<file path="config.mk">
export PLATFORM = sky130hd
export DESIGN_NAME = sks_ctrl
export DESIGN_NICKNAME = d
export VERILOG_FILES = /design/src/sks_pkg.sv /design/src/sks_ctrl.sv
export SDC_FILE = /design/constraint.sdc
export NUM_CORES = 1
export LEC_CHECK = 0
export BUFFER_PORTS_ARGS = -buffer_cell sky130_fd_sc_hd__buf_4
export CORE_AREA = 2 2 39 41
export CTS_CLUSTER_DIAMETER = 150
export DETAILED_ROUTE_END_ITERATION = 8
export DIE_AREA = 0 0 41 43
export SLEW_MARGIN = 20
export SYNTH_ARGS = -nofsm -noshare
export SYNTH_HDL_FRONTEND = slang
export SYNTH_SLANG_ARGS = --single-unit
</file>
<file path="constraint.sdc">
create_clock -name i_clk -period 1.7 [get_ports i_clk]
set_clock_uncertainty 0.15 [all_clocks]
set_input_delay 0.085 -clock i_clk [delete_from_list [all_inputs] [get_ports i_clk]]
set_output_delay 0.085 -clock i_clk [all_outputs]
set_load 0.05 [all_outputs]
</file>
<file path="src/sks_pkg.sv">
// package for the sorted key binary search block
// holds word layouts, mode codes, fsm states, controller/datapath links and key canonicalization
// no dependencies
`default_nettype none

package sks_pkg;

    localparam int KEY_W   = 64;
    localparam int CHAR_W  = 8;
    localparam int NCHARS  = KEY_W / CHAR_W;
    localparam int IDX_W   = 16;
    localparam int PROBE_W = 5;

    localparam logic [1:0] MODE_CLEAR  = 2'd0;
    localparam logic [1:0] MODE_APPEND = 2'd1;
    localparam logic [1:0] MODE_SEARCH = 2'd2;

    typedef struct packed {
        logic [1:0]       mode;
        logic [KEY_W-1:0] key;
    } t_in_word;

    typedef struct packed {
        logic               found;
        logic [IDX_W-1:0]   match_index;
        logic [PROBE_W-1:0] probe_count;
        logic               overflow;
    } t_out_word;

    typedef enum logic [1:0] {
        ST_IDLE,
        ST_PROBE,
        ST_COMPARE
    } t_state;

    // controller to datapath
    typedef struct packed {
        logic accept;     // input word taken this cycle
        logic load_imm;   // load result of clear / append / empty search / unused mode
        logic probe;      // read table at window midpoint
        logic step;       // compare read key and narrow the window
        logic load_srch;  // load result of a finished search
    } t_cmd;

    // datapath to controller
    typedef struct packed {
        logic table_empty;
        logic hit;
        logic last;       // miss and the narrowed window is empty
    } t_stat;

    // keep the first chars bytes and zero every byte after the first zero byte
    function automatic logic [KEY_W-1:0] canon_key(input logic [KEY_W-1:0] k,
                                                   input int unsigned chars);
        logic [KEY_W-1:0]  res;
        logic [CHAR_W-1:0] b;
        logic              ended;
        res   = '0;
        ended = 1'b0;
        for (int i = 0; i < NCHARS; i++) begin
            b = k[KEY_W-1-CHAR_W*i -: CHAR_W];
            if (i >= chars || ended) begin
                b = '0;
            end
            if (b == '0) begin
                ended = 1'b1;
            end
            res[KEY_W-1-CHAR_W*i -: CHAR_W] = b;
        end
        return res;
    endfunction

endpackage

`default_nettype wire

</file>
<file path="src/sks_ctrl.sv">
// controller fsm for the sorted key binary search block
// sequences accept, probe and compare steps; owns the result valid flag; uses sks_pkg
`default_nettype none

module sks_ctrl (
    input  wire logic          i_clk,
    input  wire logic          i_rst_n,
    input  wire logic          i_in_valid,
    input  wire logic [1:0]    i_mode,
    output logic               o_in_ready,
    output logic               o_out_valid,
    input  wire logic          i_out_ready,
    input  wire sks_pkg::t_stat i_stat,
    output sks_pkg::t_cmd      o_cmd
);
    import sks_pkg::*;

    t_state r_state, n_state;
    logic   r_out_valid, n_out_valid;
    logic   in_ready;
    logic   accept;
    logic   is_search;

    // one word in flight; take the next once the result slot frees up
    assign in_ready  = (r_state == ST_IDLE) && (!r_out_valid || i_out_ready);
    assign accept    = in_ready && i_in_valid;
    assign is_search = (i_mode == MODE_SEARCH) && !i_stat.table_empty;

    always_comb begin
        n_state = r_state;
        case (r_state)
            ST_IDLE: begin
                if (accept && is_search) begin
                    n_state = ST_PROBE;
                end
            end
            ST_PROBE: begin
                n_state = ST_COMPARE;
            end
            ST_COMPARE: begin
                if (i_stat.hit || i_stat.last) begin
                    n_state = ST_IDLE;
                end else begin
                    n_state = ST_PROBE;
                end
            end
            default: begin
                n_state = ST_IDLE;
            end
        endcase
    end

    always_comb begin
        o_cmd = '0;
        case (r_state)
            ST_IDLE: begin
                o_cmd.accept   = accept;
                o_cmd.load_imm = accept && !is_search;
            end
            ST_PROBE: begin
                o_cmd.probe = 1'b1;
            end
            ST_COMPARE: begin
                o_cmd.step      = 1'b1;
                o_cmd.load_srch = i_stat.hit || i_stat.last;
            end
            default: begin
                o_cmd = '0;
            end
        endcase
    end

    always_comb begin
        if (o_cmd.load_imm || o_cmd.load_srch) begin
            n_out_valid = 1'b1;
        end else if (i_out_ready) begin
            n_out_valid = 1'b0;
        end else begin
            n_out_valid = r_out_valid;
        end
    end

    always_ff @(posedge i_clk) begin
        if (!i_rst_n) begin
            r_state     <= ST_IDLE;
            r_out_valid <= 1'b0;
        end else begin
            r_state     <= n_state;
            r_out_valid <= n_out_valid;
        end
    end

    assign o_in_ready  = in_ready;
    assign o_out_valid = r_out_valid;

endmodule

`default_nettype wire

</file>
Yosys cells after proc, flatten, opt, wreduce, memory -nomap -nowiden
Index checks and enable logic that the tools add are counted.
{"block": "totals", "register_bits": 3, "inputBits": 9, "elab_cells": 27}
{"block": "op_classes", "eq_ne": 4, "n_mux": 8, "reduce_logical": 13}
{"op": "2-to-1 mux 2 bit", "n": 3}
{"op": "one-hot mux 2 bit (3 select lines)", "n": 1}
{"op": "logical AND 1 bit", "n": 5}
{"op": "== test 2 bit, second input constant", "n": 2}
{"op": "2-to-1 mux 1 bit", "n": 4}
{"op": "zero test 1 bit", "n": 3}
{"op": "logical OR 1 bit", "n": 3}
{"op": "== test 2 x 1 -> 1 bit, second input constant", "n": 1}
{"op": "zero test 2 bit", "n": 1}
{"op": "inequality test 2 x 1 -> 1 bit, second input constant", "n": 1}
{"op": "nonzero test 2 bit", "n": 1}

Longest topological paths before layout
Gate-level depths: netlist of run 1.
{"block": "depth", "depth_word": 8, "depth_mapped": 3}

Least setup slack after synthesis of run 1
Ideal clock, no wire load.
{"block": "synth_timing", "path_type": "reg-to-reg", "start": "reg r_state[1]", "end": "reg r_out_valid (netlist: o_out_valid)", "setup_time_ps": 61, "arrival_ps": 2188, "path_slack_ps": -699, "path_stages_with_launch": 4, "path_buffers": 0, "cell_sequence": "dfxtp_1 nor2b_1 nor2b_1 o31a_1"}
{"element": "start, declared", "line_no": "sks_ctrl.sv:18", "text": "t_state r_state, n_state;"}
{"element": "start signal, assigned", "line_no": "sks_ctrl.sv:88", "text": "r_state <= n_state;"}
{"element": "end signal, assigned", "line_no": "sks_ctrl.sv:89", "text": "r_out_valid <= n_out_valid;"}
{"element": "end, declared", "line_no": "sks_ctrl.sv:19", "text": "logic r_out_valid, n_out_valid;"}

==> results of run 1 <==
## cell families after synthesis
kind of cell           count (synthesis)  share of synthesized area (%)
and+or+nand+nor                       13                           50.4
buffers and inverters                  1                           4.32
AOI/OAI and AO/OA                      2                           10.8
DFF                                    3                           34.5
## through the flow
stage / total power, uW / TNS (ns) / utilization, % / hold WS (ns) / cells
after floorplan: 124 / -0.180 / - / 0.0567 / 19
after global placement: 153 / 0 / 22.7 / 0.170 / 49
after detailed placement: 153 / 0 / 22.7 / 0.173 / 49
after CTS: 282 / 0 / 25.3 / 0.0968 / 54
after global routing: 290 / 0 / 25.3 / 0.118 / 54
final: 274 / 0 / 25.3 / 0.0939 / 54
## flip-flops by register name (all words and copies together), names as in the netlist
signal / cells
o_out_valid: 1
r_state: 2
## power by group through the flow
stage	logic, uW	registers (uW)	clock network [uW]
detailed placement	77.2	75.8	0
floorplan	41.9	81.9	0
global route	83.2	75.2	132
finish	77.9	74.8	122
global placement	76.9	75.9	0
CTS	79.0	74.8	128
## worst max-delay path, delay by kind of cell, from the launching register on
kind / cells / cell delay [ns]
buf+inv: 1 / 0.21
flops: 1 / 0.33
simple gates: 2 / 0.55
## per-layer routing
layer	up-vias	wire length, um	track usage, %
li1	104	-	-
met1	89	171	7.40
met2	7	241	8.44
met3	0	33	1.57
met4	0	0	6.00
met5	-	0	0
## area by class of cell
type / instances / area, um^2 / area share (%)
well taps: 16 / 20.0 / 5.71
multi-input cells: 15 / 121 / 34.6
flip-flops and latches: 3 / 60.1 / 17.1
clock buffers: 4 / 26.3 / 7.50
repair buffers: 16 / 123 / 35.0
## worst paths after layout
kind / end / startpoint / cells past startpoint
min reg2reg: r_state[1]$_SDFFE_PN0P_ / r_state[1]$_SDFFE_PN0P_ / 2
min: o_out_valid$_SDFFE_PN0P_ / i_stat[2] / 4
max reg2reg: r_state[0]$_SDFFE_PN0P_ / o_out_valid$_SDFFE_PN0P_ / 3
max: o_cmd[3] / r_state[0]$_SDFFE_PN0P_ / 3
## synth_stat cells, drive strengths merged
cell | instances | area share, %
and2 | 2 | 7.2
nor2 | 3 | 11
nor3 | 2 | 5.8
and2b | 1 | 5.0
buf | 1 | 4.3
nor3b | 1 | 4.3
o31a | 1 | 5.0
a32o | 1 | 5.8
dfxtp | 3 | 35
or3b | 1 | 6.5
nor2b | 3 | 11
## layout by cell type (no fill, tap or decap), drive strengths merged
| cell type | synthesis | final |
|---|---|---|
| buf | 1 | 15 |
| clkbuf | 0 | 4 |
| dfxtp | 3 | 3 |
| nor2b | 3 | 3 |
| nor2 | 3 | 3 |
| nor3 | 2 | 2 |
| and2 | 2 | 2 |
| and2b | 1 | 1 |
| nor3b | 1 | 1 |
| or3b | 1 | 1 |
| o31a | 1 | 1 |
| a32o | 1 | 1 |
| dlygate4sd3 | 0 | 1 |
## repair_timing
item	4_1_cts	5_1_grt
setup buffers	0	0
hold endpoints to repair	3	0
hold buffers	1	0
gates resized for setup	0	0
==> run_results.csv, run 1 <==
group,metric,value,unit
global_routing,grt_usage,6.22,%
final_layout,fin_area,350,um^2
pwr,clkPwrFrac,44.3,%
cts,cts_buffers,3,
placed_design,placed_area,314,um^2
global_routing,grt_overflow,0,
logic_synthesis,syn_nets,28,
pwr,cellLeakagePower,0.000164,uW
critical_path,worst_path_max_delay_cell,"or3b_4",
placed_design,routabilityCongestion,0.609,
routing,drt-vias-per-instance,3.70,
global_routing,grt_max_degree,5,
global_routing,grt_antenna_before_repair,0,
floorplan,num_io_pins,16,
flow_run,max_cap_viol_count,0,
routing,firstDrtPassIters,1,
placed_design,dp_slack,0.380,ns
routing,drc,0,
global_routing,grt_pass1_vias,191,
floorplan,die_h,43,um
logic_synthesis,ys_warn_count,0,
routing,num_vias,200,
critical_path,crit_path_end_kind,"output port",
cts,htreeDepth,1,
critical_path,start_kind,"flop",
logic_synthesis,yosys.cell_types.count,12,
cts,cts_tree,"yes",
status,run_status,"finished, final reports clean",
routing,postRouteAntennaNets,0,
logic_synthesis,synth_area_per_cell,9.15,um^2
final_layout,drive_gt1_share,65.8,%
pwr,p_comb_share,28.4,%
logic_synthesis,ys_seq_area_share,34.5,%
final_layout,fillers,159,
sta,final-hold-violation-count,0,
sta,fin_crit,1.55,ns
pwr,powerDensity,783,mW/mm^2
pwr,seqPwrFrac,27.3,%
cts,cts.sinks,3,
cts,cts-root-buf,"clkbuf_4",
global_routing,grt_pass1_wl,710,um
floorplan,dieArea,0.00176,mm^2
critical_path,worstSetupPathType,"reg -> out",
pwr,internal-power,194,uW
critical_path,arrival,1.32,ns
sta,rsz0062_at_grt,"no",
placed_design,io_buffer_count,15,
sta,final_max_slew_viol_count,0,
logic_synthesis,syn-cell-area,174,um^2
logic_synthesis,syn_inst,19,
critical_path,slowest_delay,0.44,ns
sta,setup_ws,0.147,ns
critical_path,path_max_fanout,4,
sta,worstMarginPinSlew,0.520,ns
critical_path,crit_chain,"or3b_4 > nor3_2 > buf_4",
floorplan,start_util,12.6,%
placed_design,dpl.hpwl,390,um
sta,setup_viol,0,
cts,insertion_delay,0.23,ns
routing,wl,446,um
routing,initialDrtViolationCount,0,
hold_path,hp-class,"in -> reg",
final_layout,nNetsFinal,48,
routing,wl_per_cell,8.26,um
pwr,p_sw,80.3,uW
critical_path,crit_required,1.46,ns
pwr,swShare,29.3,%
pwr,ir_drop,0.176,mV
sta,fin_crit_sh,91.3,%
cts,clk_pin_slew_worst_paths,0.04,ns
logic_synthesis,synth_seq_cells,3,
critical_path,r2r_setup_slack,0.40,ns
cts,clockBufferDepth,2,
floorplan,die-width,41,um
sta,max_freq,0.644,GHz
floorplan,rows,14,
sta,slew_headroom,65.3,%
final_layout,area_delta_synth_final,101,%
final_layout,antennaDiodeCount,0,
floorplan,core_area,0.00138,mm^2
Note: power is estimated with default switching activity, not from simulation.
==> run 2: changes to the inputs <==
--- a/config.mk
+++ b/config.mk
@@ -5,6 +5,7 @@
 export SDC_FILE = /design/constraint.sdc
 export NUM_CORES = 1
 export LEC_CHECK = 0
+export ABC_AREA = 1
 export BUFFER_PORTS_ARGS = -buffer_cell sky130_fd_sc_hd__buf_4
 export CORE_AREA = 2 2 39 41
 export CTS_CLUSTER_DIAMETER = 150
==> run 2 against run 1 <==
Non-clock buffer count unchanged; sequential share of layout area shrank 0.65 points; maximum frequency up 13%; die area did not move; critical path depth up 1; area after synthesis increased by 14%; global-route usage is 0.70 points higher; wire length increased by 6.1%; sequential power up 0.9%; power increased by 4.3%; highest routed layer is now met4; flip-flop and latch count unchanged; cell area increased by 3.9%.
==> run_results.csv, run 2 <==
group,metric,value,unit
final_layout,area_delta_synth_final,84.2,%
global_routing,grt_usage,6.93,%
final_layout,largest_reg_flops,2,
logic_synthesis,synth.most_common_cell,"nor2_1",
cts,cts_buffers,3,
sta,final-hold-violation-count,0,
cts,clk_pin_slew_worst_paths,0.04,ns
cts,clockBufferDepth,2,
global_routing,grt_pass1_vias,204,
floorplan,dieArea,0.00176,mm^2
cts,cts-root-buf,"clkbuf_4",
logic_synthesis,ys_top_cells_by_area,"dfxtp_1 (30%), nor2_1 (15%), inv_1 (13%)",
logic_synthesis,synth_edf_count,0,
logic_synthesis,synth.top_cell.area_share,30.4,%
placed_design,dpl.hpwl,398,um
critical_path,critical_path.top_delay_family,"flip-flops",
critical_path,crit_required,1.46,ns
critical_path,crit_path_end_kind,"output port",
logic_synthesis,synth_top_area_cell,"dfxtp_1",
critical_path,worst_path_max_delay_cell,"dfxtp_1",
cts,cts_tree,"yes",
floorplan,die_h,43,um
logic_synthesis,ys_top_cells_by_count,"nor2_1 (8), inv_1 (7), dfxtp_1 (3), nand2_1 (3)",
critical_path,worstSetupPathType,"reg -> out",
logic_synthesis,yosys.cell_types.count,12,
pwr,ir_drop,0.187,mV
floorplan,rows,14,
routing,drc,0,
final_layout,antennaDiodeCount,0,
final_layout,drive_gt1_share,49.0,%
sta,max_freq,0.730,GHz
pwr,finalPower,286,uW
global_routing,grt_max_degree,6,
routing,firstDrtPassIters,4,
final_layout,nNetsFinal,61,
logic_synthesis,synth_top_family_by_area,"simple AND/OR/NAND/NOR gates",
logic_synthesis,ys_warn_count,0,
logic_synthesis,ys.flop_type,"dfxtp_1",
cts,postCtsSetupBuffers,0,
status,run_status,"finished, final reports clean",
pwr,cellLeakagePower,0.000209,uW
pwr,powerDensity,786,mW/mm^2
floorplan,start_util,14.3,%
logic_synthesis,synth_adder_area_share,0,%
logic_synthesis,synth_seq_cells,3,
routing,wl,473,um
final_layout,regMostFlops,"r_state",
sta,setup_viol,0,
global_routing,grt_pass1_wl,738,um
floorplan,die-width,41,um
cts,insertion_delay,0.24,ns
final_layout,utilization,26.3,%
logic_synthesis,syn_nets,41,
logic_synthesis,ys_seq_area_share,30.4,%
routing,wl_per_cell,7.06,um
cts,cts-resized-gates,0,
logic_synthesis,synth_mux_area_share,0,%
routing,initialDrtViolationCount,3,
routing,postRouteAntennaNets,0,
cts,cts.sinks,3,
sta,final_max_slew_viol_count,0,
cts,cts_hold_buf,1,
global_routing,grt_overflow,0,
logic_synthesis,synthXorXnorAreaFrac,0,%
sta,rsz0062_at_grt,"no",
sta,slew_headroom,85.9,%
routing,num_vias,236,
final_layout,final_common_cell,"buf_4",
critical_path,arrival,1.13,ns
routing,drt-vias-per-instance,3.52,
sta,tns,0,ns
sta,worstMarginPinSlew,0.210,ns
critical_path,crit_chain,"nor2_2 > nand3_2 > nor2_2 > buf_4",
floorplan,core_area,0.00138,mm^2
critical_path,cp_num_buf_inv,1,
placed_design,routabilityCongestion,0.674,
critical_path,start_kind,"flop",
logic_synthesis,synthArstFlopShare,0,%
critical_path,slowest_delay,0.35,ns
logic_synthesis,synth_area_per_cell,6.18,um^2
critical_path,path_max_fanout,5,
cts,htreeDepth,1,
sta,fin_crit_sh,80.5,%
sta,fin_crit,1.37,ns
logic_synthesis,syn_inst,32,
critical_path,cpMostUsedCell,"nor2_2",
flow_run,max_cap_viol_count,0,
placed_design,io_buffer_count,15,
final_layout,final_cells,67,
logic_synthesis,synthSimpleGateAreaFrac,50.6,%
final_layout,layout_common_cells,"buf_4 (15), nor2_1 (8), inv_1 (7)",
global_routing,grt_antenna_before_repair,0,
placed_design,dp_cells,62,
logic_synthesis,synth-compound-area-share,0,%
logic_synthesis,syn-cell-area,198,um^2
hold_path,hp-class,"in -> reg",
floorplan,num_io_pins,16,
run 2: cell types whose count changed after synthesis, sizes merged:
cell	delta
or2	+1
nand3	+1
nor2	+7
inv	+8
or3b	-1
nor2b	-3
o31a	-1
a32o	-1
and2	-2
and2b	-1
nand2	+5
run 2: tightest hold or removal path: cells and delay by family:
family | cells | cell delay [ns]
and+or+nand+nor | 4 | 0.22
buffers and inverters | 2 | 0.11
run 2: kinds of logic (layout without fill, tap and decap cells):
group	after synthesis	count (layout)
buffers and inverters	9	28
flip-flops	3	3
AND/OR/NAND/NOR	20	20
run 2: cell type report:
| cell class | count | area, um^2 |
|---|---|---|
| Clock buffer | 4 | 26.3 |
| Fill cell | 158 | 1020 |
| Inverter | 8 | 30.0 |
| Multi-Input combinational cell | 20 | 105 |
| Sequential cell | 3 | 60.1 |
| Tap cell | 16 | 20.0 |
| Timing Repair Buffer | 16 | 123 |
run 2: final timing paths:
| check | start | end | slack, ns | cells after the start |
|---|---|---|---|---|
| setup reg to reg | r_state[0]$_SDFFE_PN0P_ | o_out_valid$_SDFFE_PN0P_ | 0.60 | 7 |
| setup / recovery | r_state[1]$_SDFFE_PN0P_ | o_cmd[3] | 0.33 | 4 |
| hold / removal | i_stat[2] | r_state[0]$_SDFFE_PN0P_ | 0.07 | 6 |
| hold reg to reg | r_state[0]$_SDFFE_PN0P_ | r_state[1]$_SDFFE_PN0P_ | 0.39 | 2 |
run 2: layer usage:
layer | global-route usage, % | up-vias | wire, um | part of all wire (%)
li1 | - | 128 | - | -
met1 | 7.40 | 96 | 193 | 41
met2 | 9.69 | 10 | 228 | 48
met3 | 1.57 | 2 | 35 | 7.4
met4 | 8.00 | 0 | 14 | 3.0
met5 | 0 | - | 0 | 0
run 2: stage by stage:
stage | hold slack [ns] | setup WS, ns | instance area [um^2]
after floorplan | 0.0860 | 0.167 | 203
after global placement | 0.191 | 0.576 | 328
after detailed placement | 0.194 | 0.586 | 328
after CTS | 0.0616 | 0.318 | 364
after global routing | 0.0998 | 0.234 | 364
final | 0.0668 | 0.331 | 364
run 2: power breakdown:
group | internal [uW] | switching (uW)
logic | 32.1 | 49.2
clock network | 88.3 | 41.2
registers | 73.5 | 2.03
